## src/hdl/xeu_pkg.sv

```systemverilog
// ---------------------------------------------------------------------------
// xeu_pkg
// Types, entity tables and codes shared by the entity unescape block.
// ---------------------------------------------------------------------------
package xeu_pkg;

  localparam int HOLD_DEPTH = 5;
  localparam int ENT_COUNT  = 5;
  localparam int QDEPTH     = 4;
  localparam int QAW        = $clog2(QDEPTH);
  localparam int QCW        = $clog2(QDEPTH + 1);

  localparam logic [7:0] AMP_CHAR = 8'h26;

  // entity names without the leading ampersand, zero padded
  localparam logic [7:0] ENT_NAME [ENT_COUNT][HOLD_DEPTH] = '{
    '{8'h61, 8'h6D, 8'h70, 8'h3B, 8'h00},  // amp;
    '{8'h6C, 8'h74, 8'h3B, 8'h00, 8'h00},  // lt;
    '{8'h67, 8'h74, 8'h3B, 8'h00, 8'h00},  // gt;
    '{8'h71, 8'h75, 8'h6F, 8'h74, 8'h3B},  // quot;
    '{8'h61, 8'h70, 8'h6F, 8'h73, 8'h3B}   // apos;
  };
  localparam logic [2:0] ENT_LEN  [ENT_COUNT] = '{3'd4, 3'd3, 3'd3, 3'd5, 3'd5};
  localparam logic [7:0] ENT_CHAR [ENT_COUNT] = '{8'h26, 8'h3C, 8'h3E, 8'h22, 8'h27};

  typedef struct packed {
    logic [7:0] in_byte;
    logic       in_last;
  } xeu_in_t;

  typedef struct packed {
    logic [7:0] out_byte;
    logic       out_last;
  } xeu_out_t;

  typedef struct packed {
    logic full;
    logic empty;
  } xeu_qstat_t;

  typedef enum logic [1:0] {
    FS_SCAN,
    FS_REPLAY,
    FS_FLUSH
  } xeu_fstate_t;

  typedef enum logic [2:0] {
    ACT_NONE,
    ACT_EMIT_BYTE,
    ACT_EMIT_ENT,
    ACT_OPEN,
    ACT_APPEND,
    ACT_POP
  } xeu_act_t;

endpackage

```

## src/hdl/xeu_fifo.sv

```systemverilog
// ---------------------------------------------------------------------------
// xeu_fifo
// Short byte queue between the classifier and the output stage.
// ---------------------------------------------------------------------------
module xeu_fifo (
  input  logic              clk,
  input  logic              rst,
  input  logic              push,
  input  xeu_pkg::xeu_out_t push_data,
  input  logic              pop,
  output xeu_pkg::xeu_out_t head,
  output xeu_pkg::xeu_qstat_t stat
);
  import xeu_pkg::*;

  xeu_out_t         mem [QDEPTH];
  logic [QAW-1:0]   wptr;
  logic [QAW-1:0]   rptr;
  logic [QCW-1:0]   count;

  assign head       = mem[rptr];
  assign stat.full  = (count == QCW'(QDEPTH));
  assign stat.empty = (count == '0);

  always_ff @(posedge clk) begin
    if (push) begin
      mem[wptr] <= push_data;
    end
  end

  always_ff @(posedge clk) begin
    if (rst) begin
      wptr  <= '0;
      rptr  <= '0;
      count <= '0;
    end else begin
      if (push) begin
        wptr <= wptr + QAW'(1);
      end
      if (pop) begin
        rptr <= rptr + QAW'(1);
      end
      if (push && !pop) begin
        count <= count + QCW'(1);
      end else if (pop && !push) begin
        count <= count - QCW'(1);
      end
    end
  end

endmodule

```

## src/hdl/xeu_front.sv

```systemverilog
// ---------------------------------------------------------------------------
// xeu_front
// Takes input bytes, tracks the held entity prefix, queues output bytes.
// ---------------------------------------------------------------------------
module xeu_front (
  input  logic                clk,
  input  logic                rst,
  input  logic                item_valid,
  output logic                item_stall,
  input  xeu_pkg::xeu_in_t    item,
  output logic                push,
  output xeu_pkg::xeu_out_t   push_data,
  input  xeu_pkg::xeu_qstat_t qstat
);
  import xeu_pkg::*;

  xeu_fstate_t          state;
  xeu_fstate_t          state_next;
  logic                 cur_valid;
  xeu_in_t              cur;
  logic [7:0]           held [HOLD_DEPTH];
  logic [2:0]           hcnt;
  logic [ENT_COUNT-1:0] cand;

  logic [2:0]           k;
  logic [ENT_COUNT-1:0] hit;
  logic [ENT_COUNT-1:0] full_hit;
  logic                 partial;
  logic [7:0]           ent_byte;
  xeu_act_t             act;
  logic                 needs_push;
  logic                 go;
  logic                 done;
  logic                 last_pop;

  // match the current byte against every live entity candidate
  always_comb begin
    k        = hcnt - 3'd1;
    hit      = '0;
    full_hit = '0;
    ent_byte = '0;
    for (int e = ENT_COUNT - 1; e >= 0; e--) begin
      hit[e] = cand[e] && (k < ENT_LEN[e]) && (ENT_NAME[e][k] == cur.in_byte);
      full_hit[e] = hit[e] && ((k + 3'd1) == ENT_LEN[e]);
      if (full_hit[e]) begin
        ent_byte = ENT_CHAR[e];
      end
    end
    partial = |(hit & ~full_hit);
  end

  always_comb begin
    act = ACT_NONE;
    if (cur_valid) begin
      unique case (state)
        FS_SCAN: begin
          if (hcnt == '0) begin
            act = (cur.in_byte == AMP_CHAR) ? ACT_OPEN : ACT_EMIT_BYTE;
          end else if (|full_hit) begin
            act = ACT_EMIT_ENT;
          end else if (partial && (hcnt < 3'(HOLD_DEPTH))) begin
            act = ACT_APPEND;
          end else begin
            act = ACT_POP;
          end
        end
        FS_REPLAY, FS_FLUSH: act = ACT_POP;
        default: act = ACT_NONE;
      endcase
    end
  end

  assign needs_push = act inside {ACT_EMIT_BYTE, ACT_EMIT_ENT, ACT_POP};
  assign go         = (act != ACT_NONE) && !(needs_push && qstat.full);
  assign last_pop   = (hcnt == 3'd1);

  // next state
  always_comb begin
    state_next = state;
    unique case (state)
      FS_SCAN: begin
        if (go) begin
          if (act == ACT_POP) begin
            state_next = last_pop ? FS_SCAN : FS_REPLAY;
          end else if ((act == ACT_OPEN || act == ACT_APPEND) && cur.in_last) begin
            state_next = FS_FLUSH;
          end
        end
      end
      FS_REPLAY, FS_FLUSH: begin
        if (go && last_pop) begin
          state_next = FS_SCAN;
        end
      end
      default: state_next = FS_SCAN;
    endcase
  end

  // outputs
  always_comb begin
    push               = go && needs_push;
    push_data.out_byte = held[0];
    push_data.out_last = 1'b0;
    done               = 1'b0;
    unique case (act)
      ACT_EMIT_BYTE: begin
        push_data.out_byte = cur.in_byte;
        push_data.out_last = cur.in_last;
        done               = go;
      end
      ACT_EMIT_ENT: begin
        push_data.out_byte = ent_byte;
        push_data.out_last = cur.in_last;
        done               = go;
      end
      ACT_OPEN, ACT_APPEND: begin
        done = go && !cur.in_last;
      end
      ACT_POP: begin
        push_data.out_last = (state == FS_FLUSH) && last_pop;
        done               = go && (state == FS_FLUSH) && last_pop;
      end
      default: begin
        done = 1'b0;
      end
    endcase
  end

  assign item_stall = cur_valid && !done;

  always_ff @(posedge clk) begin
    if (rst) begin
      state     <= FS_SCAN;
      cur_valid <= 1'b0;
      hcnt      <= '0;
    end else begin
      state <= state_next;
      if (!item_stall) begin
        cur_valid <= item_valid;
      end
      if (go) begin
        case (act)
          ACT_OPEN:     hcnt <= 3'd1;
          ACT_APPEND:   hcnt <= hcnt + 3'd1;
          ACT_EMIT_ENT: hcnt <= '0;
          ACT_POP:      hcnt <= hcnt - 3'd1;
          default:      hcnt <= hcnt;
        endcase
      end
    end
  end

  always_ff @(posedge clk) begin
    if (!item_stall && item_valid) begin
      cur <= item;
    end
    if (go) begin
      case (act)
        ACT_OPEN: begin
          held[0] <= cur.in_byte;
          cand    <= '1;
        end
        ACT_APPEND: begin
          held[hcnt] <= cur.in_byte;
          cand       <= hit & ~full_hit;
        end
        ACT_POP: begin
          for (int i = 0; i < HOLD_DEPTH - 1; i++) begin
            held[i] <= held[i+1];
          end
        end
        default: begin
          cand <= cand;
        end
      endcase
    end
  end

endmodule

```

## src/hdl/xeu_back.sv

```systemverilog
// ---------------------------------------------------------------------------
// xeu_back
// Output register: drains the queue onto the result channel.
// ---------------------------------------------------------------------------
module xeu_back (
  input  logic                clk,
  input  logic                rst,
  input  xeu_pkg::xeu_out_t   head,
  input  xeu_pkg::xeu_qstat_t qstat,
  output logic                pop,
  output logic                result_valid,
  input  logic                result_stall,
  output xeu_pkg::xeu_out_t   result
);
  import xeu_pkg::*;

  assign pop = !qstat.empty && (!result_valid || !result_stall);

  always_ff @(posedge clk) begin
    if (rst) begin
      result_valid <= 1'b0;
    end else if (pop) begin
      result_valid <= 1'b1;
    end else if (!result_stall) begin
      result_valid <= 1'b0;
    end
  end

  always_ff @(posedge clk) begin
    if (pop) begin
      result <= head;
    end
  end

endmodule

```

## src/hdl/xml_entity_unescape.sv

```systemverilog
// Path: a plain byte passes the item register, the queue and the output register.
// Throughput: one byte per cycle while the queue has room; input stalls while a broken
//   prefix replays and while a last byte flushes the hold (single front sequencer).
// Result stalls back up through a four-entry queue, then stall the item channel.
// Reset (rst, synchronous) empties the queue and the hold; no clearing pass.
// ---------------------------------------------------------------------------
// xml_entity_unescape
// Predefined XML entity decoder: &amp; &lt; &gt; &quot; &apos; become one byte.
// ---------------------------------------------------------------------------
module xml_entity_unescape (
  input  logic              clk,
  input  logic              rst,
  input  logic              item_valid,
  output logic              item_stall,
  input  xeu_pkg::xeu_in_t  item,
  output logic              result_valid,
  input  logic              result_stall,
  output xeu_pkg::xeu_out_t result
);
  import xeu_pkg::*;

  // Front to queue: one output byte per cycle at most.
  logic       push;
  xeu_out_t   push_data;
  // Queue to back: head entry and fill status.
  logic       pop;
  xeu_out_t   head;
  xeu_qstat_t qstat;

  // Front: holds the current transaction, tracks the ampersand and name
  // prefix, and decides per cycle whether to emit the byte, the entity
  // character, a replayed held byte, or to extend the hold.
  xeu_front u_front (
    .clk        (clk),
    .rst        (rst),
    .item_valid (item_valid),
    .item_stall (item_stall),
    .item       (item),
    .push       (push),
    .push_data  (push_data),
    .qstat      (qstat)
  );

  // Queue decouples classification from the result handshake.
  xeu_fifo u_fifo (
    .clk       (clk),
    .rst       (rst),
    .push      (push),
    .push_data (push_data),
    .pop       (pop),
    .head      (head),
    .stat      (qstat)
  );

  // Back: output register, refilled whenever it is empty or being taken.
  xeu_back u_back (
    .clk          (clk),
    .rst          (rst),
    .head         (head),
    .qstat        (qstat),
    .pop          (pop),
    .result_valid (result_valid),
    .result_stall (result_stall),
    .result       (result)
  );

endmodule

```

## config.mk

```make
export PLATFORM = sky130hd
export DESIGN_NAME = xml_entity_unescape
export DESIGN_NICKNAME = d
export VERILOG_FILES = /design/src/hdl/xeu_pkg.sv /design/src/hdl/xeu_fifo.sv /design/src/hdl/xeu_front.sv /design/src/hdl/xeu_back.sv /design/src/hdl/xml_entity_unescape.sv
export SDC_FILE = /design/constraint.sdc
export NUM_CORES = 1
export LEC_CHECK = 0
export ABC_AREA = 0
export ABC_CLOCK_PERIOD_IN_PS = 8600
export CAP_MARGIN = 15
export CORE_AREA = 8 8 103 105
export CTS_BUF_LIST = sky130_fd_sc_hd__clkbuf_8
export CTS_CLUSTER_SIZE = 40
export DETAILED_ROUTE_END_ITERATION = 16
export DIE_AREA = 0 0 111 113
export DONT_BUFFER_PORTS = 1
export PLACE_DENSITY = 0.78
export SETUP_SLACK_MARGIN = 0.5
export SLEW_MARGIN = 20
export SYNTH_ARGS = -nofsm -noshare
export SYNTH_HDL_FRONTEND = slang
export SYNTH_SLANG_ARGS = --single-unit
```

## constraint.sdc

```tcl
create_clock -name clk -period 8.6 [get_ports clk]
set_input_delay 0.43 -clock clk [delete_from_list [all_inputs] [get_ports clk]]
set_output_delay 0.43 -clock clk [all_outputs]
set_load 0.01 [all_outputs]
```

==> results of run 1 <==
## cell type report
class | instances | area, sq um
Inverter | 21 | 81.3
Multi-Input combinational cell | 286 | 2250
Fill cell | 609 | 2870
Tap cell | 111 | 139
Clock buffer | 17 | 234
Clock inverter | 15 | 144
Sequential cell | 113 | 3250
Timing Repair Buffer | 1 | 7.51
## sequential cells by signal (all words and copies together) (netlist names)
| name | count |
|---|---|
| u_front.cur | 9 |
| u_fifo.count | 3 |
| u_fifo.rptr | 2 |
| u_back.result | 9 |
| u_front.cur_valid | 1 |
| u_fifo.wptr | 2 |
| u_front.hcnt | 3 |
| u_front.held | 40 |
| u_front.cand | 5 |
| u_front.state | 2 |
| u_fifo.mem | 36 |
| u_back.result_valid | 1 |
## synth_stat cells, types with 9 or more instances
master	count
and2_1	11
clkbuf_1	11
xnor2_1	9
dfxtp_1	14
a21oi_1	13
mux4_2	9
edfxtp_1	99
ha_1	17
o21ai_0	20
nand3_1	13
xor2_1	9
nand2_1	27
inv_1	20
mux2_2	21
nor2_1	26
## kinds of logic (layout without fill, tap and decap cells)
family | Yosys count | count (layout) | synth area share
and+or+nand+nor | 127 | 127 | 0.122
buffers and inverters | 42 | 54 | 0.0323
AOI/OAI and AO/OA | 86 | 86 | 0.110
adders and majority gates | 18 | 18 | 0.0409
muxes | 36 | 36 | 0.0912
DFF | 113 | 113 | 0.572
xor gates and xnor gates | 19 | 19 | 0.0325
## stage by stage
stage | hold WS [ns] | utilization | power [mW]
after floorplan | 0.424 | - | 0.849
final | 0.0747 | 0.681 | 1.35
after CTS | 0.0508 | 0.681 | 1.36
after global routing | 0.0392 | 0.681 | 1.41
after global placement | 0.466 | 0.639 | 0.881
after detailed placement | 0.476 | 0.639 | 0.889
## path summary, 6_finish.rpt
check / from / endpoint / slack (ns)
worst min-delay path: rst / u_front.hcnt[2]$_SDFFE_PP0P_ / 0.07
worst min register to register: u_front.state[0]$_SDFFE_PP0P_ / u_front.state[0]$_SDFFE_PP0P_ / 0.49
worst max-delay path: u_front.hcnt[0]$_SDFFE_PP0P_ / u_fifo.count[2]$_SDFFE_PP0P_ / 3.16
worst max register to register: u_front.hcnt[0]$_SDFFE_PP0P_ / u_fifo.count[2]$_SDFFE_PP0P_ / 3.16
## worst max-delay path, stage by stage, from the launching register on
cell and delay (ns):
dfxtp_1 0.72, inv_1 0.29, ha_1 0.38, xor2_4 0.32, inv_4 0.12, ha_1 0.25
xor2_1 0.15, nor4_1 0.08, nand4b_1 0.20, a21oi_2 0.06, a211oi_1 0.68, o21ai_0 0.27
a211oi_2 0.50, ha_1 0.27, inv_1 0.06, fa_1 0.37, xor2_1 0.18, or3_1 0.31
a21oi_1 0.14
## layer usage
| layer | vias to the layer above | track usage | share of wire | wire [um] |
|---|---|---|---|---|
| li1 | 1671 | - | - | - |
| met1 | 1682 | 0.212 | 0.41 | 4510 |
| met2 | 133 | 0.298 | 0.51 | 5530 |
| met3 | 15 | 0.0466 | 0.062 | 678 |
| met4 | 0 | 0.0775 | 0.014 | 156 |
| met5 | - | 0 | 0 | 0 |
## power by group
part           leakage (nW)  internal (mW)  total (mW)  switching (mW)
Combinational         0.836         0.0741       0.153          0.0790
Clock                 0.191          0.255       0.478           0.223
Sequential             1.03          0.663       0.721          0.0578
==> results.sh, run 1 <==
export IMPL_cts_tree="built"
export IMPL_clock_sinks=113
export IMPL_powerDensity_nw_per_um2=221
export IMPL_post_dp_cell_area_sq_um=5730
export IMPL_maxSlewHeadroom=0.313
export IMPL_diodes=0
export IMPL_ctsHoldBuffers=0
export IMPL_ys_flop_type="edfxtp_1"
export IMPL_cts_buffers=17
export IMPL_wl_per_cell_um=19.3
export IMPL_final_common_cell="edfxtp_1"
export IMPL_ff2ff_path_depth=18
export IMPL_layout_drive_gt1_share=0.183
export IMPL_crit_arrival_ns=5.78
export IMPL_die_h_um=113
export IMPL_syn_avg_cell_area_sq_um=12.9
export IMPL_synth_ff_latch_count=113
export IMPL_synth_nets=472
export IMPL_netlist_instances=441
export IMPL_dp_slack_ns=3.22
export IMPL_grt_usage=0.178
export IMPL_numPortBuffers=0
export IMPL_clk_path_buf_depth=2
export IMPL_crit_type="flip-flop to flip-flop"
export IMPL_hold_violations=0
export IMPL_startpoint_type="flip-flop"
export IMPL_dr_total_vias=3501
export IMPL_setup_violations_final=0
export IMPL_post_synth_top_area_cell="edfxtp_1"
export IMPL_synth_distinct_cells=69
export IMPL_drt_wl_total_um=10900
export IMPL_stdcell_area_sq_um=6110
export IMPL_timing_fmax_ghz=0.184
export IMPL_yosys_warnings=0
export IMPL_synth_top_cells_by_area="edfxtp_1, dfxtp_1, mux2_2"
export IMPL_stdcell_count=564
export IMPL_path_max_fanout=17
export IMPL_die_area_sq_um=12500
export IMPL_num_rows=35
export IMPL_core_sq_um=8980
export IMPL_synth_top_area_frac=0.522
export IMPL_seq_area_frac_synth=0.572
export IMPL_critPathRequiredTime_ns=8.95
export IMPL_area_delta_synth_final_pct=7.41
export IMPL_globalplace_congestion=1.01
export IMPL_min_path_cells=1
export IMPL_dp_hpwl_um=7610
export IMPL_clock_latency_ns=0.42
export IMPL_grt_max_degree=19
export IMPL_cts_reportedPaths_clkPinSlew_ns=0.07
export IMPL_synthArstFlopShare=0
export IMPL_fin_ws_ns=3.16
export IMPL_worstHoldPathType="input port to flip-flop"
export IMPL_postCtsResizedCells=0
export IMPL_slew_violations=0
export IMPL_dieWidth_um=111
export IMPL_rsz0062_at_grt="no"
export IMPL_worst_pin_slew_ns=1.03
export IMPL_drc=0
export IMPL_finalSetupTns_ns=0
export IMPL_p_leak_nw=2.06
export IMPL_drtPass1Iterations=6
export IMPL_fin_skew_ns=0.00958
export IMPL_ant_nets=0
export IMPL_drt_initial_drc_count=242
export IMPL_htree_levels=4
export IMPL_post_cts_setup_buffers=0
export IMPL_synth_edf_count=99
export IMPL_start_util=0.634
export IMPL_viasPerCell=6.21
export IMPL_antenna_found_initial=0
export IMPL_cap_violations=0
export IMPL_cts_root_buffer="clkbuf_8"
export IMPL_grt_pass1_wl_um=17700
export IMPL_min_period_ns=5.44
export IMPL_fin_nets=471
export IMPL_status="complete, no violations"
export IMPL_io_pins=24
export IMPL_post_place_cells=532
export IMPL_period_share=0.632
export IMPL_cp_end_kind="flip-flop"
export IMPL_grt_pass1_vias=3392
export IMPL_layout_common_cells="edfxtp_1, nand2_1, nor2_1, inv_1, mux2_2"
export IMPL_synth_area_sq_um=5690
export IMPL_irDropWorstVdd_v=0.000159
export IMPL_gr_total_overflow=0
Power figures use the tool's default switching activity.
==> inputs of run 2 (changes only) <==
- ABC_AREA: 0 -> 1
- ABC_CLOCK_PERIOD_IN_PS: 8600 -> 4430
- CORE_AREA: 8 8 103 105 -> 8 8 108 110
- DIE_AREA: 0 0 111 113 -> 0 0 116 118
- PLACE_DENSITY: 0.78 -> 0.76
- clock period: 8.6 -> 4.43 ns (I/O delays scaled with it)
==> results.sh, run 2 <==
export IMPL_grt_pass1_wl_um=22100
export IMPL_syn_avg_cell_area_sq_um=9.31
export IMPL_grt_usage=0.209
export IMPL_drtPass1Iterations=6
export IMPL_status="complete, no violations"
export IMPL_max_stage_delay_ns=0.44
export IMPL_post_synth_top_area_cell="edfxtp_1"
export IMPL_min_delay_start="result_stall"
export IMPL_antenna_found_initial=0
export IMPL_timing_fmax_ghz=0.262
export IMPL_drt_wl_total_um=14100
export IMPL_die_area_sq_um=13700
export IMPL_clock_sinks=113
export IMPL_cts_reportedPaths_clkPinSlew_ns=0.07
export IMPL_ys_flop_type="edfxtp_1"
export IMPL_drt_initial_drc_count=396
export IMPL_final_util=0.702
export IMPL_synth_top_cells_by_area="edfxtp_1, nand2_1, dfxtp_1"
export IMPL_dp_slack_ns=0.138
export IMPL_layout_common_cells="nand2_1, edfxtp_1, nor2_1, inv_1, nand3_1"
export IMPL_min_path_cells=4
export IMPL_grt_pass1_vias=4501
export IMPL_cts_buffers=17
export IMPL_synth_nets=662
export IMPL_wl_per_cell_um=17.0
export IMPL_top_regs="u_front.held: 40 flops, u_fifo.mem: 36 flops"
export IMPL_slew_violations=0
export IMPL_ff2ff_path_depth=30
export IMPL_crit_top_cell="nand2_4"
export IMPL_cp_end_kind="flip-flop"
export IMPL_start_util=0.587
export IMPL_yosys_warnings=0
export IMPL_synth_area_sq_um=5870
export IMPL_worstHoldPathType="input port to flip-flop"
export IMPL_maxSlewHeadroom=0.385
export IMPL_crit_arrival_ns=4.13
export IMPL_critPathLaunch="u_front.hcnt[1]$_SDFFE_PP0P_"
export IMPL_layout_drive_gt1_share=0.219
export IMPL_post_synth_top_count_cell="nand2_1"
export IMPL_startpoint_type="flip-flop"
export IMPL_critPathRequiredTime_ns=4.74
export IMPL_dp_hpwl_um=9500
export IMPL_drc=0
export IMPL_gr_total_overflow=0
export IMPL_numPortBuffers=0
export IMPL_seq_area_frac_synth=0.554
export IMPL_netlist_instances=631
export IMPL_core_sq_um=10000
export IMPL_num_rows=37
export IMPL_synth_top_area_frac=0.506
export IMPL_crit_type="flip-flop to flip-flop"
export IMPL_max_flop_register="u_front.held"
export IMPL_worst_pin_slew_ns=0.915
export IMPL_hold_violations=0
export IMPL_regToRegEndpoint="u_fifo.count[1]$_SDFFE_PP0P_"
export IMPL_post_place_cells=759
export IMPL_synth_edf_count=99
export IMPL_p_leak_nw=2.80
export IMPL_ant_nets=0
export IMPL_io_pins=24
export IMPL_clk_path_buf_depth=2
export IMPL_rsz0062_at_grt="yes"
export IMPL_power_mw=3.31
export IMPL_clock_latency_ns=0.42
export IMPL_period_share=0.861
export IMPL_n_fill_cell=742
export IMPL_fin_skew_ns=0.0100
export IMPL_area_delta_synth_final_pct=19.5
export IMPL_grt_max_degree=21
export IMPL_finalSetupTns_ns=0
export IMPL_dieWidth_um=116
export IMPL_path_max_fanout=14
export IMPL_synthArstFlopShare=0
export IMPL_largest_reg_flops=40
export IMPL_powerDensity_nw_per_um2=471
export IMPL_synth_distinct_cells=43
export IMPL_reg2reg_slack_ns=0.62
export IMPL_cts_tree="built"
export IMPL_slowest_stage="fa_2"
export IMPL_cts_root_buffer="clkbuf_8"
export IMPL_min_to="u_back.result_valid$_SDFFE_PP0P_"
export IMPL_die_h_um=118
export IMPL_diodes=0
export IMPL_r2r_start="u_front.hcnt[1]$_SDFFE_PP0P_"
export IMPL_htree_levels=4
export IMPL_final_common_cell="nand2_1"
export IMPL_fin_ws_ns=0.617
export IMPL_fin_nets=708
export IMPL_dr_total_vias=4658
export IMPL_setup_violations_final=0
export IMPL_synth_ff_latch_count=113
export IMPL_irDropWorstVdd_v=0.000340
export IMPL_stdcell_count=826
export IMPL_synth_common_cells="nand2_1, edfxtp_1, nor2_1, inv_1, nand3_1"
export IMPL_min_period_ns=3.81
export IMPL_viasPerCell=5.64
export IMPL_globalplace_congestion=1.04
export IMPL_cap_violations=0
## run 2: cell count changes in the layout (fill, tap and decap cells not counted), moves of 12 or more
cell     change
o21ai_0     +13
o21ai_1     +24
inv_1       +29
inv_2       +12
mux2_2      -21
nor2_1      +31
buf_4       +30
nand3_1     +26
nand2_1    +110
## run 2: stage by stage
step	instance area [sq um]	hold slack, ns
after floorplan	5890	0.283
after global placement	6030	0.287
after detailed placement	6030	0.287
after CTS	6640	0.0137
after global routing	7020	0.0879
final	7020	0.0752
## run 2: worst max path at each step
stage,cells past startpoint,end,slack (ns)
finish,30,u_fifo.count[1]$_SDFFE_PP0P_,0.62
global route,32,u_fifo.count[2]$_SDFFE_PP0P_,0.42
CTS,27,u_fifo.count[1]$_SDFFE_PP0P_,0.50
detailed placement,28,u_fifo.count[2]$_SDFFE_PP0P_,0.14
global placement,27,u_fifo.count[1]$_SDFFE_PP0P_,0.19
floorplan,34,u_fifo.count[2]$_SDFFE_PP0P_,0.52
## run 2: area by class of cell
cell class / count / area, sq um / area share
clock inverter: 14 / 149 / 0.0212
tap: 136 / 170 / 0.0242
multi-input combinational: 431 / 2520 / 0.359
clock buffer: 18 / 248 / 0.0353
inverter: 70 / 302 / 0.0430
sequential: 113 / 3260 / 0.465
timing repair buffer: 44 / 369 / 0.0526
## run 2: cell families (layout without fill, tap and decap cells)
group                      Yosys count  after routing  synth area share
AOI/OAI and AO/OA                  104            104            0.0972
xor gates and xnor gates             4              4           0.00597
adders and majority gates           18             18            0.0396
buffers and inverters               87            146            0.0616
DFF                                113            113             0.554
and+or+nand+nor                    305            305             0.242
## run 2: per-layer routing
metal | share of wire | up-vias | track usage | wire length (um)
met5 | 0 | - | 0 | 0
met4 | 0.046 | 0 | 0.133 | 648
met3 | 0.068 | 50 | 0.0570 | 952
met2 | 0.50 | 188 | 0.345 | 6990
met1 | 0.39 | 2173 | 0.232 | 5480
li1 | - | 2247 | - | -
## run 2: critical path: cells and delay by family (launching register included)
family / cells / cell delay (ns)
DFF: 1 / 0.42
buffers and inverters: 6 / 0.45
adders and majority gates: 3 / 0.77
AOI/OAI and AO/OA: 1 / 0.13
and+or+nand+nor: 20 / 1.93
## run 2: timing repair
action | in CTS | in global routing
gates resized for setup | 18 | 65
hold buffers | 11 | 0
gates cloned | 0 | 0
hold endpoints to repair | 15 | 0
buffers inserted | 5 | 19
endpoints found under the setup margin | 21 | 36
pin swaps | 2 | 27
## run 2: power by group
part           leakage [nW]  total [mW]  switching (mW)  internal (mW)
registers              1.02        1.50           0.128           1.37
logic                  1.57       0.843           0.565          0.278
clock network         0.209       0.965           0.406          0.559
total                  2.80        3.31            1.10           2.21
==> inputs of run 3 (changes only) <==
- ABC_CLOCK_PERIOD_IN_PS: 4430 -> 4950
- BUFFER_PORTS_ARGS: not set -> -buffer_cell sky130_fd_sc_hd__buf_2
- CORE_AREA: 8 8 108 110 -> 8 8 105 107
- CTS_CLUSTER_SIZE: 40 -> 28
- DIE_AREA: 0 0 116 118 -> 0 0 113 115
- DONT_BUFFER_PORTS: 1 -> not set
- PLACE_DENSITY: 0.76 -> 0.79
- clock period: 4.43 -> 4.95 ns (I/O delays scaled with it)
==> results.sh, run 3 (synthesized netlist as in run 2, its figures left out) <==
export IMPL_status="complete, no violations"
export IMPL_dp_hpwl_um=9650
export IMPL_powerDensity_nw_per_um2=426
export IMPL_grt_pass1_wl_um=21500
export IMPL_crit_top_cell="nand2_2"
export IMPL_crit_type="flip-flop to flip-flop"
export IMPL_final_common_cell="nand2_1"
export IMPL_critPathLaunch="u_front.hcnt[0]$_SDFFE_PP0P_"
export IMPL_layout_common_cells="nand2_1, edfxtp_1, nor2_1, inv_1, nand3_1"
export IMPL_dp_slack_ns=0.513
export IMPL_io_pins=24
export IMPL_fin_ws_ns=0.830
export IMPL_start_util=0.621
export IMPL_max_flop_register="u_front.held"
export IMPL_grt_pass1_vias=4495
export IMPL_regToRegEndpoint="u_fifo.count[1]$_SDFFE_PP0P_"
export IMPL_clock_sinks=113
export IMPL_endpoint="u_fifo.count[1]$_SDFFE_PP0P_"
export IMPL_wl_per_cell_um=16.6
export IMPL_n_fill_cell=727
export IMPL_drt_initial_drc_count=324
export IMPL_core_sq_um=9460
export IMPL_worstHoldPathType="input port to flip-flop"
export IMPL_num_rows=36
export IMPL_clock_latency_ns=0.42
export IMPL_cts_reportedPaths_clkPinSlew_ns=0.07
export IMPL_path_buf_inv=4
export IMPL_crit_arrival_ns=4.43
export IMPL_slowest_stage="fa_1"
export IMPL_crit_cells=28
export IMPL_min_period_ns=4.12
export IMPL_path_max_fanout=10
export IMPL_timing_fmax_ghz=0.243
export IMPL_period_share=0.832
export IMPL_critPathRequiredTime_ns=5.26
export IMPL_fin_skew_ns=0.0115
export IMPL_dieWidth_um=113
export IMPL_cts_tree="built"
export IMPL_cp_end_kind="flip-flop"
export IMPL_max_stage_delay_ns=0.42
export IMPL_r2r_start="u_front.hcnt[0]$_SDFFE_PP0P_"
export IMPL_numPortBuffers=23
export IMPL_maxSlewHeadroom=0.563
export IMPL_irDropWorstVdd_v=0.000252
export IMPL_worst_pin_slew_ns=0.650
export IMPL_hold_violations=0
export IMPL_gr_total_overflow=0
export IMPL_setup_violations_final=0
export IMPL_area_delta_synth_final_pct=12.6
export IMPL_rsz0062_at_grt="no"
export IMPL_drc=0
export IMPL_cts_buffers=17
export IMPL_fin_nets=706
export IMPL_final_util=0.699
export IMPL_ant_nets=0
export IMPL_crit_family="simple AND/OR/NAND/NOR gates"
export IMPL_viasPerCell=5.66
export IMPL_die_h_um=115
export IMPL_clk_path_buf_depth=2
export IMPL_ff2ff_path_depth=28
export IMPL_htree_levels=4
export IMPL_drt_wl_total_um=13300
export IMPL_finalSetupTns_ns=0
export IMPL_startpoint_type="flip-flop"
export IMPL_cts_root_buffer="clkbuf_8"
export IMPL_min_path_cells=3
export IMPL_slew_violations=0
export IMPL_layout_drive_gt1_share=0.163
export IMPL_grt_usage=0.215
export IMPL_cap_violations=0
export IMPL_diodes=0
export IMPL_reg2reg_slack_ns=0.83
export IMPL_drtPass1Iterations=5
export IMPL_globalplace_congestion=0.974
export IMPL_grt_max_degree=24
export IMPL_top_regs="u_front.held: 40 flops, u_fifo.mem: 36 flops"
export IMPL_dr_total_vias=4536
export IMPL_antenna_found_initial=0
export IMPL_die_area_sq_um=13000
export IMPL_largest_reg_flops=40
export IMPL_p_leak_nw=2.72
run 3: worst min path at each step:
stage / startpoint / to / slack [ns]
after floorplan: rst / u_fifo.wptr[0]$_SDFFE_PP0P_ / 0.32
after global placement: item[5] / u_front.cur[5]$_DFFE_PP_ / 0.42
after detailed placement: item[6] / u_front.cur[6]$_DFFE_PP_ / 0.43
after CTS: item_valid / u_front.cur_valid$_SDFFE_PP0N_ / 0.06
after global routing: item_valid / u_front.cur_valid$_SDFFE_PP0N_ / 0.07
final: item_valid / u_front.cur_valid$_SDFFE_PP0N_ / 0.08
run 3: area by class of cell:
cell class	instances	area, sq um	share of cell area
sequential	113	3250	0.492
clock inverter	13	109	0.0165
clock buffer	19	262	0.0395
multi-input combinational	432	2300	0.347
inverter	70	275	0.0416
tap	114	143	0.0216
timing repair buffer	41	273	0.0412
run 3: timing repair:
action | CTS | global route
pin swaps | 0 | 1
buffers inserted | 0 | 2
resized for setup | 1 | 11
hold endpoints to repair | 9 | 0
setup endpoints to repair | 1 | 48
cloned | 0 | 1
hold buffers | 9 | 0
run 3: per-layer routing:
layer,global-route usage,share of wire,vias to the layer above
li1,-,-,2250
met1,0.235,0.40,2083
met2,0.384,0.51,166
met3,0.0515,0.062,37
met4,0.109,0.032,0
met5,0,0,-
run 3: worst register-to-register path, delay by kind of cell (launching register included):
| kind | cells | cell delay, ns |
|---|---|---|
| and+or+nand+nor | 19 | 2.13 |
| adders and majority gates | 4 | 1.05 |
| DFF | 1 | 0.37 |
| buffers and inverters | 4 | 0.28 |
| AOI/OAI and AO/OA | 1 | 0.15 |
run 3: report_power, final:
part	switching, mW	leakage (nW)	internal (mW)
registers	0.0854	1.01	1.22
clock network	0.345	0.210	0.458
logic	0.481	1.50	0.223
total	0.911	2.72	1.90
run 3: stage by stage:
stage / instances / area (sq um) / hold slack [ns] / total power [mW]
4_1_cts: 799 / 6560 / 0.0589 / 2.81
3_5_place_dp: 758 / 6090 / 0.426 / 2.01
2_1_floorplan: 631 / 5870 / 0.317 / 1.81
6_report: 802 / 6610 / 0.0750 / 2.82
5_1_grt: 802 / 6610 / 0.0720 / 2.97
3_3_place_gp: 758 / 6090 / 0.424 / 1.98
